`config.mk`:
```
export PLATFORM = sky130hd
export DESIGN_NAME = rational_mul_add_reduce_flat
export DESIGN_NICKNAME = d
export VERILOG_FILES = /design/src/rtl/rmar_pkg.sv /design/src/rtl/rmar_if.sv /design/src/rtl/rmar_div.sv /design/src/rtl/rational_mul_add_reduce.sv /design/src/flat_wrapper.sv
export SDC_FILE = /design/constraint.sdc
export NUM_CORES = 1
export LEC_CHECK = 0
export BUFFER_PORTS_ARGS = -buffer_cell sky130_fd_sc_hd__clkbuf_2
export CORE_MARGIN = 3
export CORE_UTILIZATION = 64
export CTS_CLUSTER_SIZE = 24
export DETAILED_ROUTE_END_ITERATION = 12
export GPL_TIMING_DRIVEN = 0
export PLACE_DENSITY = 0.85
export SETUP_SLACK_MARGIN = 0.5
export SLEW_MARGIN = 20
export SYNTH_ARGS = -nofsm -noshare
export SYNTH_HDL_FRONTEND = slang
export SYNTH_SLANG_ARGS = --single-unit
```
`constraint.sdc`:
```
create_clock -name clk -period 14.47 [get_ports clk]
set_clock_uncertainty 0.05 [all_clocks]
set_input_delay 1.447 -clock clk [delete_from_list [all_inputs] [get_ports clk]]
set_output_delay 1.447 -clock clk [all_outputs]
set_load 0.01 [all_outputs]
```
`src/rtl/rmar_pkg.sv`:
```
// ----------------------------------------------------------------------------
// rmar_pkg: shared types for the rational multiply/add/reduce block
// Holds the sequencer state type and the field widths of the result.
// ----------------------------------------------------------------------------
package rmar_pkg;

  localparam int unsigned NUM_OUT_W = 31;
  localparam int unsigned DEN_OUT_W = 30;

  typedef enum logic [3:0] {
    ST_IDLE,
    ST_MUL1,
    ST_MUL2,
    ST_MUL3,
    ST_GCD_START,
    ST_GCD_RUN,
    ST_DIVN_START,
    ST_DIVN_RUN,
    ST_DIVD_START,
    ST_DIVD_RUN,
    ST_WHL_START,
    ST_WHL_RUN,
    ST_DONE
  } state_t;

endpackage

```
`src/rtl/rmar_if.sv`:
```
// ----------------------------------------------------------------------------
// rmar_in_if / rmar_out_if: valid/ready channels of the block
// Input carries two fractions and an operation; output the reduced result.
// ----------------------------------------------------------------------------
interface rmar_in_if #(parameter int OPERAND_BITS = 16);
  logic                           valid;
  logic                           ready;
  logic                           operation;
  logic signed [OPERAND_BITS-1:0] first_num;
  logic signed [OPERAND_BITS-1:0] first_den;
  logic signed [OPERAND_BITS-1:0] second_num;
  logic signed [OPERAND_BITS-1:0] second_den;
  modport source (output valid, operation, first_num, first_den, second_num,
                  second_den, input ready);
  modport sink (input valid, operation, first_num, first_den, second_num,
                second_den, output ready);
endinterface

interface rmar_out_if;
  logic        valid;
  logic        ready;
  logic [30:0] result_num;
  logic [29:0] result_den;
  logic        is_whole;
  logic        bad_operand;
  modport source (output valid, result_num, result_den, is_whole, bad_operand,
                  input ready);
  modport sink (input valid, result_num, result_den, is_whole, bad_operand,
                output ready);
endinterface

```
`src/rtl/rmar_div.sv`:
```
// ----------------------------------------------------------------------------
// rmar_div: restoring divider, one quotient bit per cycle
// Gives quotient and remainder of a W-bit dividend by a W-bit divisor.
// ----------------------------------------------------------------------------
module rmar_div #(
  parameter int W = 32
) (
  input  logic         clk,
  input  logic         rst_n,
  input  logic         start,
  input  logic [W-1:0] dividend,
  input  logic [W-1:0] divisor,
  output logic         done,
  output logic [W-1:0] quot,
  output logic [W-1:0] rem
);
  localparam int CW = $clog2(W + 1);

  logic [W-1:0]  q_r, q_nxt, r_r, r_nxt, d_r;
  logic [CW-1:0] cnt_r, cnt_nxt;
  logic          busy_r, busy_nxt, done_r, done_nxt;
  logic [W:0]    trial;
  logic [W:0]    diff;

  // Load operands on start, else one shift-subtract step while busy
  always_comb begin
    trial    = {r_r, q_r[W-1]};
    diff     = trial - {1'b0, d_r};
    q_nxt    = q_r;
    r_nxt    = r_r;
    cnt_nxt  = cnt_r;
    busy_nxt = busy_r;
    done_nxt = 1'b0;
    if (start) begin
      q_nxt    = dividend;
      r_nxt    = '0;
      cnt_nxt  = CW'(W);
      busy_nxt = 1'b1;
    end else if (busy_r) begin
      if (!diff[W]) begin
        r_nxt = diff[W-1:0];
        q_nxt = {q_r[W-2:0], 1'b1};
      end else begin
        r_nxt = trial[W-1:0];
        q_nxt = {q_r[W-2:0], 1'b0};
      end
      cnt_nxt = cnt_r - 1'b1;
      if (cnt_r == CW'(1)) begin
        busy_nxt = 1'b0;
        done_nxt = 1'b1;
      end
    end
  end

  always_ff @(posedge clk) begin
    q_r   <= q_nxt;
    r_r   <= r_nxt;
    cnt_r <= cnt_nxt;
    if (start) d_r <= divisor;
    if (!rst_n) begin
      busy_r <= 1'b0;
      done_r <= 1'b0;
    end else begin
      busy_r <= busy_nxt;
      done_r <= done_nxt;
    end
  end

  assign done = done_r;
  assign quot = q_r;
  assign rem  = r_r;
endmodule

```
`src/rtl/rational_mul_add_reduce.sv`:
```
// ----------------------------------------------------------------------------
// rational_mul_add_reduce: reduced product or sum of two fractions
// After acceptance: multiply states MUL1 and MUL2 (MUL3 too for add), a
// Euclid start state, Euclid steps on the divider, then three divisions
// (two reductions, one whole test), each of width W = 2*OPERAND_BITS+1 (33).
// A zero numerator skips Euclid and both reductions. Bad operands give their
// result the cycle after acceptance. One item at a time: ready again once the
// result is taken. Synchronous active-low reset idles it.
// ----------------------------------------------------------------------------
module rational_mul_add_reduce #(
  parameter int OPERAND_BITS = 16
) (
  input  logic   clk,
  input  logic   rst_n,
  rmar_in_if.sink     in_ch,
  rmar_out_if.source  out_ch
);
  localparam int P = 2 * OPERAND_BITS;
  localparam int W = P + 1;

  rmar_pkg::state_t state_r, state_nxt;

  logic [OPERAND_BITS-1:0] a_r, b_r, c_r, d_r;
  logic                    add_r;
  logic [W-1:0]  num_r, den_r, x_r, y_r, rn_r, rd_r;
  logic [W-1:0]  div_a, div_b, quot, rem;
  logic [P-1:0]  prod;
  logic [OPERAND_BITS-1:0] ma, mb;
  logic          bad_r, whole_r, bad;
  logic          in_fire;
  logic          div_start, div_done;

  assign in_fire = in_ch.valid && in_ch.ready;
  assign bad = in_ch.first_num[OPERAND_BITS-1] || in_ch.second_num[OPERAND_BITS-1]
             || in_ch.first_den[OPERAND_BITS-1] || in_ch.second_den[OPERAND_BITS-1]
             || (in_ch.first_den == '0) || (in_ch.second_den == '0);

  // Shared multiplier, one product per cycle
  always_comb begin
    ma = b_r; mb = d_r;
    case (state_r)
      rmar_pkg::ST_MUL2: begin ma = add_r ? a_r : a_r; mb = add_r ? d_r : c_r; end
      rmar_pkg::ST_MUL3: begin ma = b_r; mb = c_r; end
      default: ;
    endcase
    prod = P'(ma) * P'(mb);
  end

  // Next state
  always_comb begin
    state_nxt = state_r;
    unique case (state_r)
      rmar_pkg::ST_IDLE:       if (in_fire) state_nxt = bad ? rmar_pkg::ST_DONE
                                                              : rmar_pkg::ST_MUL1;
      rmar_pkg::ST_MUL1:       state_nxt = rmar_pkg::ST_MUL2;
      rmar_pkg::ST_MUL2:       state_nxt = add_r ? rmar_pkg::ST_MUL3
                                                 : rmar_pkg::ST_GCD_START;
      rmar_pkg::ST_MUL3:       state_nxt = rmar_pkg::ST_GCD_START;
      rmar_pkg::ST_GCD_START:  state_nxt = (num_r == '0) ? rmar_pkg::ST_WHL_START
                                                          : rmar_pkg::ST_GCD_RUN;
      rmar_pkg::ST_GCD_RUN:    if (div_done) state_nxt = (rem == '0)
                                 ? rmar_pkg::ST_DIVN_START : rmar_pkg::ST_GCD_RUN;
      rmar_pkg::ST_DIVN_START: state_nxt = rmar_pkg::ST_DIVN_RUN;
      rmar_pkg::ST_DIVN_RUN:   if (div_done) state_nxt = rmar_pkg::ST_DIVD_START;
      rmar_pkg::ST_DIVD_START: state_nxt = rmar_pkg::ST_DIVD_RUN;
      rmar_pkg::ST_DIVD_RUN:   if (div_done) state_nxt = rmar_pkg::ST_WHL_START;
      rmar_pkg::ST_WHL_START:  state_nxt = rmar_pkg::ST_WHL_RUN;
      rmar_pkg::ST_WHL_RUN:    if (div_done) state_nxt = rmar_pkg::ST_DONE;
      rmar_pkg::ST_DONE:       if (out_ch.ready) state_nxt = rmar_pkg::ST_IDLE;
      default:                 state_nxt = rmar_pkg::ST_IDLE;
    endcase
  end

  // Divider start and operand selection
  always_comb begin
    div_start = 1'b0;
    div_a = x_r;
    div_b = y_r;
    unique case (state_r)
      rmar_pkg::ST_GCD_START:  begin
                                 div_start = (num_r != '0); div_a = num_r; div_b = den_r;
                               end
      rmar_pkg::ST_GCD_RUN:    if (div_done && rem != '0) begin
                                 div_start = 1'b1; div_a = y_r; div_b = rem;
                               end
      rmar_pkg::ST_DIVN_START: begin div_start = 1'b1; div_a = num_r; div_b = x_r; end
      rmar_pkg::ST_DIVD_START: begin div_start = 1'b1; div_a = den_r; div_b = x_r; end
      rmar_pkg::ST_WHL_START:  begin div_start = 1'b1; div_a = rn_r; div_b = rd_r; end
      default: ;
    endcase
  end

  rmar_div #(.W(W)) u_div (
    .clk(clk), .rst_n(rst_n), .start(div_start), .dividend(div_a), .divisor(div_b),
    .done(div_done), .quot(quot), .rem(rem)
  );

  // Datapath registers
  always_ff @(posedge clk) begin
    unique case (state_r)
      rmar_pkg::ST_IDLE: if (in_fire) begin
        add_r <= in_ch.operation;
        a_r <= in_ch.first_num;  b_r <= in_ch.first_den;
        c_r <= in_ch.second_num; d_r <= in_ch.second_den;
        bad_r <= bad;
      end
      rmar_pkg::ST_MUL1: den_r <= W'(prod);
      rmar_pkg::ST_MUL2: num_r <= W'(prod);
      rmar_pkg::ST_MUL3: num_r <= num_r + W'(prod);
      rmar_pkg::ST_GCD_START: begin
        x_r <= num_r; y_r <= den_r; rn_r <= num_r; rd_r <= den_r;
      end
      rmar_pkg::ST_GCD_RUN: if (div_done) begin
        if (rem == '0) x_r <= y_r;
        else begin x_r <= y_r; y_r <= rem; end
      end
      rmar_pkg::ST_DIVN_RUN: if (div_done) rn_r <= quot;
      rmar_pkg::ST_DIVD_RUN: if (div_done) rd_r <= quot;
      rmar_pkg::ST_WHL_RUN:  if (div_done) whole_r <= (rem == '0);
      default: ;
    endcase
    if (!rst_n) state_r <= rmar_pkg::ST_IDLE;
    else        state_r <= state_nxt;
  end

  // Outputs
  always_comb begin
    in_ch.ready        = (state_r == rmar_pkg::ST_IDLE);
    out_ch.valid       = (state_r == rmar_pkg::ST_DONE);
    out_ch.bad_operand = bad_r;
    out_ch.result_num  = bad_r ? '0 : rmar_pkg::NUM_OUT_W'(rn_r);
    out_ch.result_den  = bad_r ? '0 : rmar_pkg::DEN_OUT_W'(rd_r);
    out_ch.is_whole    = bad_r ? 1'b0 : whole_r;
  end
endmodule
```
`src/flat_wrapper.sv`:
```
// flat-port wrapper written by rule: the top's interface ports become plain ports
module rational_mul_add_reduce_flat 
#(
  parameter int OPERAND_BITS = 16
)
  (clk, rst_n, in_ch_valid, in_ch_operation, in_ch_first_num, in_ch_first_den, in_ch_second_num, in_ch_second_den, in_ch_ready, out_ch_valid, out_ch_result_num, out_ch_result_den, out_ch_is_whole, out_ch_bad_operand, out_ch_ready);
  rmar_in_if #(.OPERAND_BITS(OPERAND_BITS)) in_ch_i ();
  rmar_out_if out_ch_i ();
  input  logic clk;
  input  logic rst_n;
  input wire logic [$bits(in_ch_i.valid)-1:0] in_ch_valid;
  input wire logic [$bits(in_ch_i.operation)-1:0] in_ch_operation;
  input wire logic [$bits(in_ch_i.first_num)-1:0] in_ch_first_num;
  input wire logic [$bits(in_ch_i.first_den)-1:0] in_ch_first_den;
  input wire logic [$bits(in_ch_i.second_num)-1:0] in_ch_second_num;
  input wire logic [$bits(in_ch_i.second_den)-1:0] in_ch_second_den;
  output wire logic [$bits(in_ch_i.ready)-1:0] in_ch_ready;
  output wire logic [$bits(out_ch_i.valid)-1:0] out_ch_valid;
  output wire logic [$bits(out_ch_i.result_num)-1:0] out_ch_result_num;
  output wire logic [$bits(out_ch_i.result_den)-1:0] out_ch_result_den;
  output wire logic [$bits(out_ch_i.is_whole)-1:0] out_ch_is_whole;
  output wire logic [$bits(out_ch_i.bad_operand)-1:0] out_ch_bad_operand;
  input wire logic [$bits(out_ch_i.ready)-1:0] out_ch_ready;
  assign in_ch_i.valid = in_ch_valid;
  assign in_ch_i.operation = in_ch_operation;
  assign in_ch_i.first_num = in_ch_first_num;
  assign in_ch_i.first_den = in_ch_first_den;
  assign in_ch_i.second_num = in_ch_second_num;
  assign in_ch_i.second_den = in_ch_second_den;
  assign in_ch_ready = in_ch_i.ready;
  assign out_ch_valid = out_ch_i.valid;
  assign out_ch_result_num = out_ch_i.result_num;
  assign out_ch_result_den = out_ch_i.result_den;
  assign out_ch_is_whole = out_ch_i.is_whole;
  assign out_ch_bad_operand = out_ch_i.bad_operand;
  assign out_ch_i.ready = out_ch_ready;
  rational_mul_add_reduce #(.OPERAND_BITS(OPERAND_BITS)) u_core (.clk(clk), .rst_n(rst_n), .in_ch(in_ch_i), .out_ch(out_ch_i));
endmodule
```
==> results_dict.tcl <==
set metrics [dict create \
    status "completed" \
    syn_area_um2 29500 \
    cts-buffers-inserted 42 \
    multi_input_area_um2 17200 \
    cp_max_fo 18 \
    ys.flop_type "edfxtp_1" \
    start_kind "flip-flop" \
    cts_sinks 375 \
    vias_per_cell 6.16 \
    die_area_um2 48800 \
    first_pass_iters 8 \
    start_util_pct 65.0 \
    fp.dieW_um 221 \
    clock_path_buffers 3 \
    nets 3802 \
    synth_nets 3615 \
    drive_above_1_share_pct 9.30 \
    vias 24607 \
    fin_crit_sh_pct 81.8 \
    rsz0062_at_grt "no" \
    tightest_slew_ns 1.14 \
    h-tree-depth 2 \
    crit_type "flip-flop to flip-flop" \
    antenna_cells 0 \
    routed_wl_mm 86.1 \
    finalCriticalPeriod_ns 11.84 \
    wl_per_cell_um 21.5 \
    io_buffers 133 \
    critPathCaptureType "flip-flop" \
    cts_hold_buf 0 \
    cpPeakStageDelay_ns 0.95 \
    grt_usage_pct 34.7 \
    hpwl_mm 69.4 \
    cp_num_buf_inv 7 \
    hold_viol 0 \
    die_h_um 221 \
    clkSlewWorstSetupHoldPaths_ns 0.06 \
    crit_path_top_delay_cell "mux2i_1" \
    hold_path_class "flip-flop to flip-flop" \
    wl_met2_mm 43.2 \
    drtIter0Drc 2717 \
    routed-wl-met3_mm 6.70 \
    cts_resized 0 \
    synth-edff-count 330 \
    row_count 78 \
    drc 0 \
    syn_area_per_cell_um2 9.30 \
    ys_warn_count 0 \
    routed.top_layer "met5" \
    setup_viol 0 \
    ys_seq_area_share_pct 36.6 \
    ctsRootBufferMaster "clkbuf_16" \
    arrival_ns 12.11 \
    timing.setup.tns_ns 0 \
    tritoncts "built" \
    cts_setup_buffers 0 \
    overflow 0 \
    grt_pass1_vias 24855 \
    core_um2 45500 \
    drtAntennaViolNets 0 \
    grt_max_degree 66 \
    drv_cap 0 \
    fmax_mhz 84.4 \
    cpMostUsedCell "fa_1" \
    ys_types 68 \
    slew_violations 0 \
    place_congestion 0.992 \
    pin_count 134 \
    antenna_found_initial 1 \
    async_reset_ff_share_pct 0 \
    regArea_um2 10800 \
    required_ns 14.74 \
    path_delay_family "adder cells" \
    ys_seq_elements 375 \
    grt_pass1_wl_mm 134 \
    synthToLayoutAreaGrowth_pct 10.1 \
    fillCellCount 3510 \
    syn_inst 3177 \
    relSlewSlack_pct 21.5 \
    whs_ns 0.449 \
    wl_met1_mm 31.6 \
    clk_latency_ns 0.58 \
]
-- layout by cell type (no fill, tap or decap), drive strengths merged, types with 7 or more instances in the layout --
master and n:
a211oi 13, a21o 62, a21oi 120, a222oi 35, a22oi 31, a31oi 59
and2 11, and3 11, buf 31, clkbuf 322, clkinv 14, dfxtp 45
edfxtp 330, fa 196, ha 173, inv 280, mux2 70, mux2i 38
nand2 673, nand2b 22, nand3 57, nand4 19, nor2 298, nor2b 72
nor3 22, nor4 25, o211ai 9, o21a 39, o21ai 109, o21bai 12
o22a 32, o22ai 7, o31ai 7, or2 10, xnor2 44, xor2 42
-- worst reg2reg max path, delay by kind of cell (launching register included) --
kind,cells,cell delay [ns]
adders and majority gates,8,3.70
AOI/OAI and AO/OA,11,2.84
and+or+nand+nor,7,1.63
buffers and inverters,7,1.30
muxes,2,1.21
xor gates and xnor gates,2,0.43
DFF,1,0.43
-- cell usage after synthesis (25+ instances only) --
| cell type | n | area share (%) |
|---|---|---|
| nand2_1 | 673 | 8.6 |
| edfxtp_1 | 330 | 34 |
| nor2_1 | 298 | 3.8 |
| inv_1 | 279 | 3.5 |
| fa_1 | 196 | 13 |
| ha_1 | 173 | 7.3 |
| clkbuf_1 | 129 | 1.6 |
| a21oi_1 | 120 | 2.0 |
| o21ai_0 | 105 | 1.8 |
| nor2b_1 | 72 | 1.5 |
| mux2_2 | 70 | 2.7 |
| a21o_1 | 62 | 1.6 |
| a31oi_1 | 59 | 1.2 |
| nand3_1 | 57 | 0.97 |
| dfxtp_1 | 45 | 3.0 |
| xnor2_1 | 43 | 1.3 |
| xor2_1 | 42 | 1.2 |
| o21a_1 | 39 | 0.99 |
| mux2i_1 | 38 | 1.3 |
| a222oi_1 | 35 | 1.2 |
| o22a_1 | 32 | 0.95 |
| a22oi_1 | 31 | 0.79 |
| nor4_1 | 25 | 0.53 |
-- logic make-up after synthesis --
family / synth area share [%]
AND/OR/NAND/NOR: 17.7
AO/OA/AOI/OAI: 13.1
buffers and inverters: 5.53
flip-flops: 36.6
adder cells (fa/ha/maj): 20.6
multiplexers: 3.96
XOR/XNOR: 2.58
-- state kept, by name, summed over array words and instances (netlist names), 32 cells and up --
signal and flops:
u_core.den_r 32, u_core.u_div.rem 33, u_core.num_r 33, u_core.u_div.quot 33, u_core.rn_r 33, u_core.y_r 33, u_core.x_r 33, u_core.rd_r 33
u_core.u_div.d_r 33
-- layer usage --
| layer | global-route usage, % | vias to the layer above |
|---|---|---|
| li1 | - | 11309 |
| met1 | 41.5 | 11743 |
| met2 | 61.7 | 1271 |
| met3 | 4.82 | 282 |
| met4 | 16.8 | 2 |
| met5 | 0 | - |
-- final cells by class --
cell class	instances	area share, %
Clock inverter	17	0.504
Inverter	280	3.23
Multi-Input combinational cell	2372	52.7
Tap cell	600	2.31
Timing Repair Buffer	143	2.51
Sequential cell	375	33.2
Clock buffer	60	3.69
Buffer	150	1.80
-- path summary, 6_finish.rpt --
check | startpoint | cells past startpoint | end | slack (ns)
setup / recovery | u_core.state_r[1] | 37 | u_core.num_r[30] | 2.63
hold / removal | u_core.u_div.cnt_r[1] | 2 | u_core.u_div.cnt_r[1] | 0.45
setup reg to reg | u_core.state_r[1] | 37 | u_core.num_r[30] | 2.63
hold reg to reg | u_core.u_div.cnt_r[1] | 2 | u_core.u_div.cnt_r[1] | 0.45
-- per-stage QoR --
stage               cells  instance area (µm²)  utilization [%]  setup WS [ns]
floorplan            3177                29500                -           3.91
global placement     3910                31000             68.1          0.737
detailed placement   3920                31200             68.5           2.88
CTS                  3997                32500             71.5           2.84
global route         3997                32500             71.5           2.28
finish               3997                32500             71.5           2.63
Power is left out: the tool's default activity adds up to more than one toggle a clock period on the data nets, which glitch-free logic cannot reach.
